### src/urb_pkg.sv
package urb_pkg;

    localparam int URB_FIFO_DEPTH    = 16;
    localparam int URB_TIMEOUT_CHARS = 4;

    typedef enum logic [2:0] {
        ACT_TICK  = 3'd0,
        ACT_READ  = 3'd1,
        ACT_WRITE = 3'd2,
        ACT_RX    = 3'd3,
        ACT_TXRDY = 3'd4,
        ACT_MODEM = 3'd5
    } action_t;

    localparam logic [2:0] OFF_RBR = 3'd0;
    localparam logic [2:0] OFF_IER = 3'd1;
    localparam logic [2:0] OFF_IIR = 3'd2;
    localparam logic [2:0] OFF_LCR = 3'd3;
    localparam logic [2:0] OFF_MCR = 3'd4;
    localparam logic [2:0] OFF_LSR = 3'd5;
    localparam logic [2:0] OFF_MSR = 3'd6;
    localparam logic [2:0] OFF_SCR = 3'd7;

    localparam logic [3:0] IIR_LINE    = 4'h6;
    localparam logic [3:0] IIR_DATA    = 4'h4;
    localparam logic [3:0] IIR_TIMEOUT = 4'hc;
    localparam logic [3:0] IIR_THRE    = 4'h2;
    localparam logic [3:0] IIR_MODEM   = 4'h0;
    localparam logic [3:0] IIR_NONE    = 4'h1;

    // Receive trigger level for the FCR trigger code.
    function automatic logic [3:0] trig_level(input logic [1:0] code);
        logic [3:0] t;
        case (code)
            2'd0:    t = 4'd1;
            2'd1:    t = 4'd4;
            2'd2:    t = 4'd8;
            default: t = 4'd14;
        endcase
        return t;
    endfunction

    // Returns {deltas, pins} after the modem pins take a new value.
    function automatic logic [7:0] modem_update(input logic [3:0] now, input logic [3:0] deltas,
                                                input logic [3:0] v);
        logic [3:0] d;
        d = (now ^ v) & 4'b1011;
        if (now[2] && !v[2])
        begin
            d[2] = 1'b1;
        end
        return {deltas | d, v};
    endfunction

    // Highest-priority pending source.
    function automatic logic [3:0] iir_code(input logic [3:0] ier, input logic line_pend,
                                            input logic data_pend, input logic to_pend,
                                            input logic thre, input logic modem_pend);
        logic [3:0] c;
        if (ier[2] && line_pend)
        begin
            c = IIR_LINE;
        end
        else if (ier[0] && data_pend)
        begin
            c = IIR_DATA;
        end
        else if (ier[0] && to_pend)
        begin
            c = IIR_TIMEOUT;
        end
        else if (ier[1] && thre)
        begin
            c = IIR_THRE;
        end
        else if (ier[3] && modem_pend)
        begin
            c = IIR_MODEM;
        end
        else
        begin
            c = IIR_NONE;
        end
        return c;
    endfunction

endpackage

### src/urb_ram.sv
module urb_ram #(
    parameter int WIDTH = 8,
    parameter int DEPTH = 16
) (
    input  logic                                   clk,
    input  logic                                   we,
    input  logic [(DEPTH > 1 ? $clog2(DEPTH) : 1)-1:0] waddr,
    input  logic [WIDTH-1:0]                       wdata,
    input  logic [(DEPTH > 1 ? $clog2(DEPTH) : 1)-1:0] raddr,
    output logic [WIDTH-1:0]                       rdata
);
    logic [WIDTH-1:0] mem [DEPTH];

    always_ff @(posedge clk)
    begin
        if (we)
        begin
            mem[waddr] <= wdata;
        end
        rdata <= mem[raddr];
    end
endmodule

### src/uart_register_block_core.sv
// Channel   Signals                                             Handshake
// item      action reg_offset write_data rx_byte rx_flags       item_valid / item_ready
//           modem_inputs
// result    read_data irq tx_valid tx_byte modem_outputs        result_valid / result_ready
//
// Every transaction is processed in the cycle it is accepted, so one item per cycle is
// sustained while result_ready stays high; the result sits in an output register from the next cycle.
// The FIFO storage is in synchronous RAMs addressed by the next head pointer, so the head
// entries are always registered and ready when the next transaction arrives.
// item_ready drops only while a result is held and result_ready is low.
// Reset is asynchronous and clears all control state; FIFO entries need no clearing.
module uart_register_block_core #(
    parameter int FIFO_DEPTH    = urb_pkg::URB_FIFO_DEPTH,
    parameter int TIMEOUT_CHARS = urb_pkg::URB_TIMEOUT_CHARS
) (
    input  logic       clk,
    input  logic       rst_n,
    input  logic       item_valid,
    output logic       item_ready,
    input  logic [2:0] action,
    input  logic [2:0] reg_offset,
    input  logic [7:0] write_data,
    input  logic [7:0] rx_byte,
    input  logic [2:0] rx_flags,
    input  logic [3:0] modem_inputs,
    output logic       result_valid,
    input  logic       result_ready,
    output logic [7:0] read_data,
    output logic       irq,
    output logic       tx_valid,
    output logic [7:0] tx_byte,
    output logic [3:0] modem_outputs
);
    import urb_pkg::*;

    localparam int AW = (FIFO_DEPTH > 1) ? $clog2(FIFO_DEPTH) : 1;
    localparam int CW = $clog2(FIFO_DEPTH + 1);
    localparam int TW = (CW > 4) ? CW : 4;
    localparam logic [2:0] TO_LIMIT = 3'(TIMEOUT_CHARS);

    // Architectural state.
    logic [CW-1:0] rx_count_reg, rx_count_next;
    logic [AW-1:0] rx_head_reg, rx_head_next;
    logic [CW-1:0] tx_count_reg, tx_count_next;
    logic [AW-1:0] tx_head_reg, tx_head_next;
    logic [3:0]    ier_reg, ier_next;
    logic [7:0]    lcr_reg, lcr_next;
    logic [4:0]    mcr_reg, mcr_next;
    logic [15:0]   div_reg, div_next;
    logic [7:0]    scr_reg, scr_next;
    logic [2:0]    fmode_reg, fmode_next;
    logic          overrun_reg, overrun_next;
    logic [CW-1:0] rx_err_reg, rx_err_next;
    logic          thre_reg, thre_next;
    logic [3:0]    msr_now_reg, msr_now_next;
    logic [3:0]    msr_delta_reg, msr_delta_next;
    logic [2:0]    idle_reg, idle_next;

    // Output register.
    logic          out_valid_reg;
    logic [7:0]    rd_reg, rd_next;
    logic          irq_reg, irq_next;
    logic          txv_reg, txv_next;
    logic [7:0]    txb_reg, txb_next;
    logic [3:0]    mo_reg, mo_next;

    // RAM ports and head-entry forwarding.
    logic          rx_we, tx_we;
    logic [AW-1:0] rx_waddr, tx_waddr;
    logic [10:0]   rx_wdata;
    logic [7:0]    tx_wdata;
    logic [AW-1:0] rx_raddr0, rx_raddr1, tx_raddr;
    logic [10:0]   rx_q0, rx_q1;
    logic [7:0]    tx_q;
    logic          fwd0_reg, fwd1_reg, fwdt_reg;
    logic [10:0]   fwd_rx_reg;
    logic [7:0]    fwd_tx_reg;
    logic [10:0]   rx_hd0, rx_hd1;
    logic [7:0]    tx_hd;

    logic accept;

    assign item_ready = !out_valid_reg || result_ready;
    assign accept     = item_valid && item_ready;

    assign rx_hd0 = fwd0_reg ? fwd_rx_reg : rx_q0;
    assign rx_hd1 = fwd1_reg ? fwd_rx_reg : rx_q1;
    assign tx_hd  = fwdt_reg ? fwd_tx_reg : tx_q;

    function automatic logic [AW-1:0] addr_add(input logic [AW-1:0] h, input logic [CW-1:0] c);
        logic [CW:0] s;
        s = (CW+1)'(h) + (CW+1)'(c);
        if (s >= (CW+1)'(FIFO_DEPTH))
        begin
            s = s - (CW+1)'(FIFO_DEPTH);
        end
        return AW'(s);
    endfunction

    // Returns {timeout pending, data pending} for a given receive state.
    function automatic logic [1:0] rx_pend(input logic [CW-1:0] cnt, input logic [2:0] fm,
                                           input logic [2:0] idle);
        logic [TW-1:0] t;
        logic [CW-1:0] trig;
        logic          dp;
        logic          tp;
        t = TW'(trig_level(fm[2:1]));
        if (t > TW'(FIFO_DEPTH))
        begin
            trig = CW'(FIFO_DEPTH);
        end
        else
        begin
            trig = CW'(t);
        end
        dp = fm[0] ? (cnt >= trig) : (cnt != '0);
        tp = fm[0] && (cnt != '0) && (idle >= TO_LIMIT);
        return {tp, dp};
    endfunction

    always_comb
    begin
        logic [CW-1:0] depth;
        logic          fifo_en;
        logic          dlab;
        logic          loop_on;
        logic [2:0]    hflags;
        logic [1:0]    pend_cur;
        logic [1:0]    pend_nx;
        logic [3:0]    src;
        logic [2:0]    hflags_nx;
        logic          push_req;
        logic [7:0]    push_byte;
        logic [2:0]    push_flags;
        logic          push_done;
        logic          popped;
        logic          lsr_clr;
        logic          rx_clr;
        logic [7:0]    mupd;
        logic [3:0]    ls_mcr;

        rx_count_next  = rx_count_reg;
        rx_head_next   = rx_head_reg;
        tx_count_next  = tx_count_reg;
        tx_head_next   = tx_head_reg;
        ier_next       = ier_reg;
        lcr_next       = lcr_reg;
        mcr_next       = mcr_reg;
        div_next       = div_reg;
        scr_next       = scr_reg;
        fmode_next     = fmode_reg;
        overrun_next   = overrun_reg;
        rx_err_next    = rx_err_reg;
        thre_next      = thre_reg;
        msr_now_next   = msr_now_reg;
        msr_delta_next = msr_delta_reg;
        idle_next      = idle_reg;
        rd_next        = 8'h00;
        txv_next       = 1'b0;
        txb_next       = 8'h00;
        rx_we          = 1'b0;
        rx_waddr       = rx_head_reg;
        rx_wdata       = rx_hd0;
        tx_we          = 1'b0;
        tx_waddr       = tx_head_reg;
        tx_wdata       = write_data;
        push_req       = 1'b0;
        push_byte      = 8'h00;
        push_flags     = 3'b000;
        push_done      = 1'b0;
        popped         = 1'b0;
        lsr_clr        = 1'b0;
        rx_clr         = 1'b0;
        mupd           = 8'h00;
        ls_mcr         = 4'h0;

        fifo_en  = fmode_reg[0];
        depth    = fifo_en ? CW'(FIFO_DEPTH) : CW'(1);
        dlab     = lcr_reg[7];
        loop_on  = mcr_reg[4];
        hflags   = (rx_count_reg != '0) ? rx_hd0[10:8] : 3'b000;
        pend_cur = rx_pend(rx_count_reg, fmode_reg, idle_reg);
        src      = iir_code(ier_reg, overrun_reg || (hflags != 3'b000), pend_cur[0],
                            pend_cur[1], thre_reg, msr_delta_reg != 4'h0);

        case (action_t'(action))
            ACT_TICK:
            begin
                if (rx_count_reg == '0)
                begin
                    idle_next = 3'd0;
                end
                else if (fifo_en && idle_reg < TO_LIMIT)
                begin
                    idle_next = idle_reg + 3'd1;
                end
            end
            ACT_READ:
            begin
                case (reg_offset)
                    OFF_RBR:
                    begin
                        if (dlab)
                        begin
                            rd_next = div_reg[7:0];
                        end
                        else
                        begin
                            idle_next = 3'd0;
                            if (rx_count_reg != '0)
                            begin
                                rd_next = rx_hd0[7:0];
                                if (rx_hd0[10:8] != 3'b000 && rx_err_reg != '0)
                                begin
                                    rx_err_next = rx_err_reg - CW'(1);
                                end
                                rx_head_next  = addr_add(rx_head_reg, CW'(1));
                                rx_count_next = rx_count_reg - CW'(1);
                                popped        = 1'b1;
                            end
                        end
                    end
                    OFF_IER:
                    begin
                        rd_next = dlab ? div_reg[15:8] : {4'h0, ier_reg};
                    end
                    OFF_IIR:
                    begin
                        if (src == IIR_THRE)
                        begin
                            thre_next = 1'b0;
                        end
                        rd_next = {fifo_en ? 2'b11 : 2'b00, 2'b00, src};
                    end
                    OFF_LCR:
                    begin
                        rd_next = lcr_reg;
                    end
                    OFF_MCR:
                    begin
                        rd_next = {3'b000, mcr_reg};
                    end
                    OFF_LSR:
                    begin
                        rd_next = {fifo_en && (rx_err_reg != '0), tx_count_reg == '0,
                                   tx_count_reg == '0, hflags, overrun_reg,
                                   rx_count_reg != '0};
                        overrun_next = 1'b0;
                        if (hflags != 3'b000)
                        begin
                            // Clear the head entry's error flags in place.
                            rx_we    = 1'b1;
                            rx_waddr = rx_head_reg;
                            rx_wdata = {3'b000, rx_hd0[7:0]};
                            lsr_clr  = 1'b1;
                            if (rx_err_reg != '0)
                            begin
                                rx_err_next = rx_err_reg - CW'(1);
                            end
                        end
                    end
                    OFF_MSR:
                    begin
                        rd_next        = {msr_now_reg, msr_delta_reg};
                        msr_delta_next = 4'h0;
                    end
                    default:
                    begin
                        rd_next = scr_reg;
                    end
                endcase
            end
            ACT_WRITE:
            begin
                case (reg_offset)
                    OFF_RBR:
                    begin
                        if (dlab)
                        begin
                            div_next[7:0] = write_data;
                        end
                        else
                        begin
                            thre_next = 1'b0;
                            if (loop_on)
                            begin
                                push_req  = 1'b1;
                                push_byte = write_data;
                                if (tx_count_reg == '0)
                                begin
                                    thre_next = 1'b1;
                                end
                            end
                            else if (tx_count_reg < depth)
                            begin
                                tx_we         = 1'b1;
                                tx_waddr      = addr_add(tx_head_reg, tx_count_reg);
                                tx_count_next = tx_count_reg + CW'(1);
                            end
                        end
                    end
                    OFF_IER:
                    begin
                        if (dlab)
                        begin
                            div_next[15:8] = write_data;
                        end
                        else
                        begin
                            if (write_data[1] && tx_count_reg == '0)
                            begin
                                thre_next = 1'b1;
                            end
                            ier_next = write_data[3:0];
                        end
                    end
                    OFF_IIR:
                    begin
                        if (write_data[0] != fifo_en)
                        begin
                            rx_clr        = 1'b1;
                            tx_count_next = '0;
                            tx_head_next  = '0;
                            thre_next     = 1'b1;
                        end
                        if (write_data[0])
                        begin
                            if (write_data[1])
                            begin
                                rx_clr = 1'b1;
                            end
                            if (write_data[2])
                            begin
                                tx_count_next = '0;
                                tx_head_next  = '0;
                                thre_next     = 1'b1;
                            end
                            fmode_next = {write_data[7:6], 1'b1};
                        end
                        else
                        begin
                            fmode_next = {fmode_reg[2:1], 1'b0};
                        end
                    end
                    OFF_LCR:
                    begin
                        lcr_next = write_data;
                    end
                    OFF_MCR:
                    begin
                        mcr_next = write_data[4:0];
                        if (write_data[4])
                        begin
                            ls_mcr         = {write_data[3], write_data[2], write_data[0],
                                              write_data[1]};
                            mupd           = modem_update(msr_now_reg, msr_delta_reg, ls_mcr);
                            msr_delta_next = mupd[7:4];
                            msr_now_next   = mupd[3:0];
                        end
                    end
                    OFF_SCR:
                    begin
                        scr_next = write_data;
                    end
                    default:
                    begin
                    end
                endcase
            end
            ACT_RX:
            begin
                if (!loop_on)
                begin
                    push_req   = 1'b1;
                    push_byte  = rx_byte;
                    push_flags = rx_flags;
                end
            end
            ACT_TXRDY:
            begin
                if (tx_count_reg != '0)
                begin
                    tx_head_next  = addr_add(tx_head_reg, CW'(1));
                    tx_count_next = tx_count_reg - CW'(1);
                    if (tx_count_reg == CW'(1))
                    begin
                        thre_next = 1'b1;
                    end
                    if (loop_on)
                    begin
                        push_req  = 1'b1;
                        push_byte = tx_hd;
                    end
                    else
                    begin
                        txv_next = 1'b1;
                        txb_next = tx_hd;
                    end
                end
            end
            ACT_MODEM:
            begin
                if (!loop_on)
                begin
                    mupd           = modem_update(msr_now_reg, msr_delta_reg, modem_inputs);
                    msr_delta_next = mupd[7:4];
                    msr_now_next   = mupd[3:0];
                end
            end
            default:
            begin
            end
        endcase

        if (rx_clr)
        begin
            rx_count_next = '0;
            rx_head_next  = '0;
            rx_err_next   = '0;
            idle_next     = 3'd0;
        end

        if (push_req)
        begin
            if (rx_count_reg >= depth)
            begin
                overrun_next = 1'b1;
            end
            else
            begin
                rx_we         = 1'b1;
                rx_waddr      = addr_add(rx_head_reg, rx_count_reg);
                rx_wdata      = {push_flags, push_byte};
                rx_count_next = rx_count_reg + CW'(1);
                idle_next     = 3'd0;
                push_done     = 1'b1;
                if (push_flags != 3'b000)
                begin
                    rx_err_next = rx_err_reg + CW'(1);
                end
            end
        end

        // Head flags as they stand after this transaction.
        if (rx_count_next == '0)
        begin
            hflags_nx = 3'b000;
        end
        else if (popped)
        begin
            hflags_nx = rx_hd1[10:8];
        end
        else if (lsr_clr)
        begin
            hflags_nx = 3'b000;
        end
        else if (push_done && rx_count_reg == '0)
        begin
            hflags_nx = push_flags;
        end
        else
        begin
            hflags_nx = hflags;
        end

        pend_nx  = rx_pend(rx_count_next, fmode_next, idle_next);
        irq_next = mcr_next[3] &&
                   (iir_code(ier_next, overrun_next || (hflags_nx != 3'b000), pend_nx[0],
                             pend_nx[1], thre_next, msr_delta_next != 4'h0) != IIR_NONE);
        mo_next  = mcr_next[4] ? 4'h0 : mcr_next[3:0];
    end

    // Read addresses follow the head pointers the next transaction will see.
    assign rx_raddr0 = accept ? rx_head_next : rx_head_reg;
    assign rx_raddr1 = addr_add(rx_raddr0, CW'(1));
    assign tx_raddr  = accept ? tx_head_next : tx_head_reg;

    // Two mirrored copies of the receive store give the head and the entry behind it.
    urb_ram #(.WIDTH(11), .DEPTH(FIFO_DEPTH)) u_rx_ram0 (
        .clk   (clk),
        .we    (accept && rx_we),
        .waddr (rx_waddr),
        .wdata (rx_wdata),
        .raddr (rx_raddr0),
        .rdata (rx_q0)
    );

    urb_ram #(.WIDTH(11), .DEPTH(FIFO_DEPTH)) u_rx_ram1 (
        .clk   (clk),
        .we    (accept && rx_we),
        .waddr (rx_waddr),
        .wdata (rx_wdata),
        .raddr (rx_raddr1),
        .rdata (rx_q1)
    );

    urb_ram #(.WIDTH(8), .DEPTH(FIFO_DEPTH)) u_tx_ram (
        .clk   (clk),
        .we    (accept && tx_we),
        .waddr (tx_waddr),
        .wdata (tx_wdata),
        .raddr (tx_raddr),
        .rdata (tx_q)
    );

    // A write to an entry being read in the same cycle is forwarded around the RAM.
    always_ff @(posedge clk or negedge rst_n)
    begin
        if (!rst_n)
        begin
            fwd0_reg <= 1'b0;
            fwd1_reg <= 1'b0;
            fwdt_reg <= 1'b0;
        end
        else
        begin
            fwd0_reg <= accept && rx_we && (rx_waddr == rx_raddr0);
            fwd1_reg <= accept && rx_we && (rx_waddr == rx_raddr1);
            fwdt_reg <= accept && tx_we && (tx_waddr == tx_raddr);
        end
    end

    always_ff @(posedge clk)
    begin
        fwd_rx_reg <= rx_wdata;
        fwd_tx_reg <= tx_wdata;
    end

    always_ff @(posedge clk or negedge rst_n)
    begin
        if (!rst_n)
        begin
            rx_count_reg  <= '0;
            rx_head_reg   <= '0;
            tx_count_reg  <= '0;
            tx_head_reg   <= '0;
            ier_reg       <= 4'h0;
            lcr_reg       <= 8'h00;
            mcr_reg       <= 5'h00;
            div_reg       <= 16'h0000;
            scr_reg       <= 8'h00;
            fmode_reg     <= 3'b000;
            overrun_reg   <= 1'b0;
            rx_err_reg    <= '0;
            thre_reg      <= 1'b0;
            msr_now_reg   <= 4'h0;
            msr_delta_reg <= 4'h0;
            idle_reg      <= 3'd0;
        end
        else if (accept)
        begin
            rx_count_reg  <= rx_count_next;
            rx_head_reg   <= rx_head_next;
            tx_count_reg  <= tx_count_next;
            tx_head_reg   <= tx_head_next;
            ier_reg       <= ier_next;
            lcr_reg       <= lcr_next;
            mcr_reg       <= mcr_next;
            div_reg       <= div_next;
            scr_reg       <= scr_next;
            fmode_reg     <= fmode_next;
            overrun_reg   <= overrun_next;
            rx_err_reg    <= rx_err_next;
            thre_reg      <= thre_next;
            msr_now_reg   <= msr_now_next;
            msr_delta_reg <= msr_delta_next;
            idle_reg      <= idle_next;
        end
    end

    // The result register frees up as soon as the downstream side takes it.
    always_ff @(posedge clk or negedge rst_n)
    begin
        if (!rst_n)
        begin
            out_valid_reg <= 1'b0;
        end
        else if (item_ready)
        begin
            out_valid_reg <= item_valid;
        end
    end

    always_ff @(posedge clk)
    begin
        if (accept)
        begin
            rd_reg  <= rd_next;
            irq_reg <= irq_next;
            txv_reg <= txv_next;
            txb_reg <= txb_next;
            mo_reg  <= mo_next;
        end
    end

    assign result_valid  = out_valid_reg;
    assign read_data     = rd_reg;
    assign irq           = irq_reg;
    assign tx_valid      = txv_reg;
    assign tx_byte       = txb_reg;
    assign modem_outputs = mo_reg;

    a_rx_count_bound : assert property (@(posedge clk) disable iff (!rst_n)
        rx_count_reg <= CW'(FIFO_DEPTH))
        else $error("receive count exceeds FIFO depth");

    a_tx_count_bound : assert property (@(posedge clk) disable iff (!rst_n)
        tx_count_reg <= CW'(FIFO_DEPTH))
        else $error("transmit count exceeds FIFO depth");

    a_err_bound : assert property (@(posedge clk) disable iff (!rst_n)
        rx_err_reg <= rx_count_reg)
        else $error("error entry count exceeds queued entries");

    a_non_fifo_depth : assert property (@(posedge clk) disable iff (!rst_n)
        !fmode_reg[0] |-> (rx_count_reg <= CW'(1) && tx_count_reg <= CW'(1)))
        else $error("more than one entry queued with FIFOs off");

    a_result_follows : assert property (@(posedge clk) disable iff (!rst_n)
        accept |=> result_valid)
        else $error("accepted transaction produced no result");

endmodule
### config.mk
export PLATFORM = sky130hd
export DESIGN_NAME = uart_register_block_core
export DESIGN_NICKNAME = d
export VERILOG_FILES = /design/src/urb_pkg.sv /design/src/urb_ram.sv /design/src/uart_register_block_core.sv
export SDC_FILE = /design/constraint.sdc
export NUM_CORES = 1
export LEC_CHECK = 0
export CORE_UTILIZATION = 61
export DETAILED_ROUTE_END_ITERATION = 8
export DONT_BUFFER_PORTS = 1
export GPL_TIMING_DRIVEN = 0
export PLACE_DENSITY = 0.81
export SETUP_SLACK_MARGIN = 0.2
export SYNTH_ARGS = -nofsm -noshare
export SYNTH_HDL_FRONTEND = slang
export SYNTH_HIERARCHICAL = 1
export SYNTH_SLANG_ARGS = --single-unit
### constraint.sdc
create_clock -name clk -period 6.2 [get_ports clk]
set_input_delay 1.24 -clock clk [delete_from_list [all_inputs] [get_ports clk]]
set_output_delay 1.24 -clock clk [all_outputs]
set_load 0.1 [all_outputs]
==> flow_metrics.py <==
metrics = {
    "clocking": {
        "root_buffer": "clkbuf_16",
        "clk_pin_slew_worst_paths_ns": 0.06,
        "clk_path_buf_depth": 3,
        "h-tree-depth": 2,
        "cts_buffers": 49,
        "clock_latency_ns": 0.61,
        "cts_resized": 0,
        "cts.sinks": 499,
        "postCtsSetupBuffers": 0,
        "hold_buffers": 0,
        "cts_tree": "yes",
    },
    "yosys": {
        "synth_cells": 1491,
        "synth_fp_nets": 1556,
        "yosysWarnings": 6,
        "post_synth.cell_area_avg_um2": 14.9,
        "syn_area_um2": 22300,
    },
    "timing": {
        "finalCritPeriodShare_pct": 91.8,
        "fin_ws_ns": 0.506,
        "finalCriticalPeriod_ns": 5.69,
        "maxSlewViolCount": 0,
        "worst_pin_slew_ns": 1.36,
        "setup_viol": 0,
        "fmax_ghz": 0.176,
        "rsz0062_at_grt": "false",
        "slew_headroom_pct": 8.39,
        "finalHoldViolCount": 0,
        "skew_ns": 0.0351,
    },
    "detailed_routing": {
        "drc": 7,
        "via_count": 13900,
        "ant_nets": 0,
        "wirelength_um": 55000,
        "dr.pass1.iters": 8,
        "avgRoutedWirePerCell_um": 26.9,
        "drtIter0Drc": 1510,
        "vias_per_cell": 6.80,
    },
    "placed_design": {
        "hpwlAfterDp_um": 36400,
        "io_buffers": 0,
        "post-place-ws_ns": 0.295,
        "post_dp_cell_area_um2": 23000,
        "gp_congestion": 0.944,
    },
    "global_routing": {
        "grtUsageTotal_pct": 30.5,
        "grt_pass1_wl_um": 83100,
        "antenna_found_initial": 1,
        "gr-total-overflow": 0,
        "first_global_vias": 13800,
        "grt_start_max_net_pins": 85,
    },
    "pwr": {
        "p_leak_nw": 8.67,
        "cellPowerDensity_nw_per_um2": 395,
        "ir_drop_mv": 0.300,
        "finalPower_mw": 9.70,
    },
    "run_status": {
        "outcome": "complete, but fails checks",
        "violations": "DRC",
    },
    "die": {
        "fp.dieW_um": 193,
        "initial_core_util_pct": 62.3,
        "die_height_um": 193,
        "design.die.area_um2": 37300,
        "ios": 57,
        "rows": 69,
        "coreArea_um2": 35700,
    },
    "critical_path": {
        "endpoint_kind": "flip-flop",
        "crit_path_end": "u_rx_ram0/mem[1][4]",
        "crit_type": "reg2reg",
        "cp_max_fo": 11,
        "reg2regPathDepth": 6,
        "r2r_slack_ns": 0.51,
        "cp.arrival_ns": 5.90,
        "cp-start-kind": "flip-flop",
        "crit_path_start": "result_valid",
        "timing.rr.end": "u_rx_ram0/mem[1][4]",
        "worst_ep_required_time_ns": 6.40,
        "reg2reg_from": "result_valid",
    },
    "min_path": {
        "hp-class": "in2async",
    },
    "finish": {
        "reg_top3": "u_rx_ram0/mem (176), u_tx_ram/mem (128), u_rx_ram1/mem (48)",
        "stdcell_area_um2": 24600,
        "nNetsFinal": 1612,
        "syn2layout_area_growth_pct": 10.4,
        "drive_above_1_share_pct": 16.6,
        "regMostFlops": "u_rx_ram0/mem",
        "largest_reg_flops": 176,
    },
    "run": {
        "drv_cap": 0,
    },
}
==> cell usage in the layout (no fill, tap or decap), types with 30 or more instances in the layout <==
| master | n |
|---|---|
| a21oi_1 | 41 |
| a22oi_1 | 59 |
| clkbuf_1 | 44 |
| clkbuf_16 | 49 |
| dfrtp_1 | 84 |
| dfxtp_1 | 41 |
| edfxtp_1 | 374 |
| ha_1 | 30 |
| inv_1 | 31 |
| mux2_2 | 44 |
| mux2i_1 | 35 |
| mux4_1 | 33 |
| mux4_2 | 55 |
| nand2_1 | 99 |
| nor2_1 | 105 |
| o21ai_0 | 70 |
==> worst max-delay path, cell delays in order, from the launching register on <==
cell      delay (ns)
dfrtp_1         0.73
nand2b_1        1.05
nand2_1         0.62
clkbuf_1        0.48
a21oi_1         0.94
or3b_2          0.58
nor2_1          0.88
==> power by group <==
group / internal (mW) / switching, mW / leakage (nW)
registers: 4.04 / 0.246 / 4.83
clock network: 1.61 / 1.27 / 0.745
logic: 1.01 / 1.52 / 3.09
==> how the worst min path moves through the flow <==
stage                        to  startpoint  cells after the start
floorplan            scr_reg[4]  scr_reg[4]                      2
global placement     scr_reg[4]  scr_reg[4]                      2
detailed placement   div_reg[4]  div_reg[4]                      2
CTS                  lcr_reg[1]       rst_n                      0
global route         lcr_reg[1]       rst_n                      0
finish              div_reg[15]       rst_n                      0
==> layer usage <==
layer | wire, um | GRT usage (%) | up-vias
li1 | - | - | 5996
met1 | 21100 | 40.5 | 6980
met2 | 26900 | 50.2 | 777
met3 | 5010 | 5.99 | 146
met4 | 1990 | 11.2 | 0
met5 | 0 | 0 | -
==> stage by stage <==
stage	setup TNS, ns	hold WS [ns]	std cells	utilization [%]
final	0	0.321	2044	68.8
after CTS	0	0.299	2043	68.7
after global placement	-14.69	0.463	1952	63.9
after global routing	0	0.301	2044	68.8
after detailed placement	0	0.472	1957	64.4
after floorplan	0	0.445	1491	-
==> area by class of cell <==
class	instances	area [um^2]
clock inverters	27	243
clock buffers	59	1290
diodes	1	2.50
plain buffers	86	503
multi-input cells	874	7580
well taps	461	577
inverters	32	120
repair buffers	5	105
fillers	2335	11200
flip-flops and latches	499	14200
(Power assumes the default switching activity.)
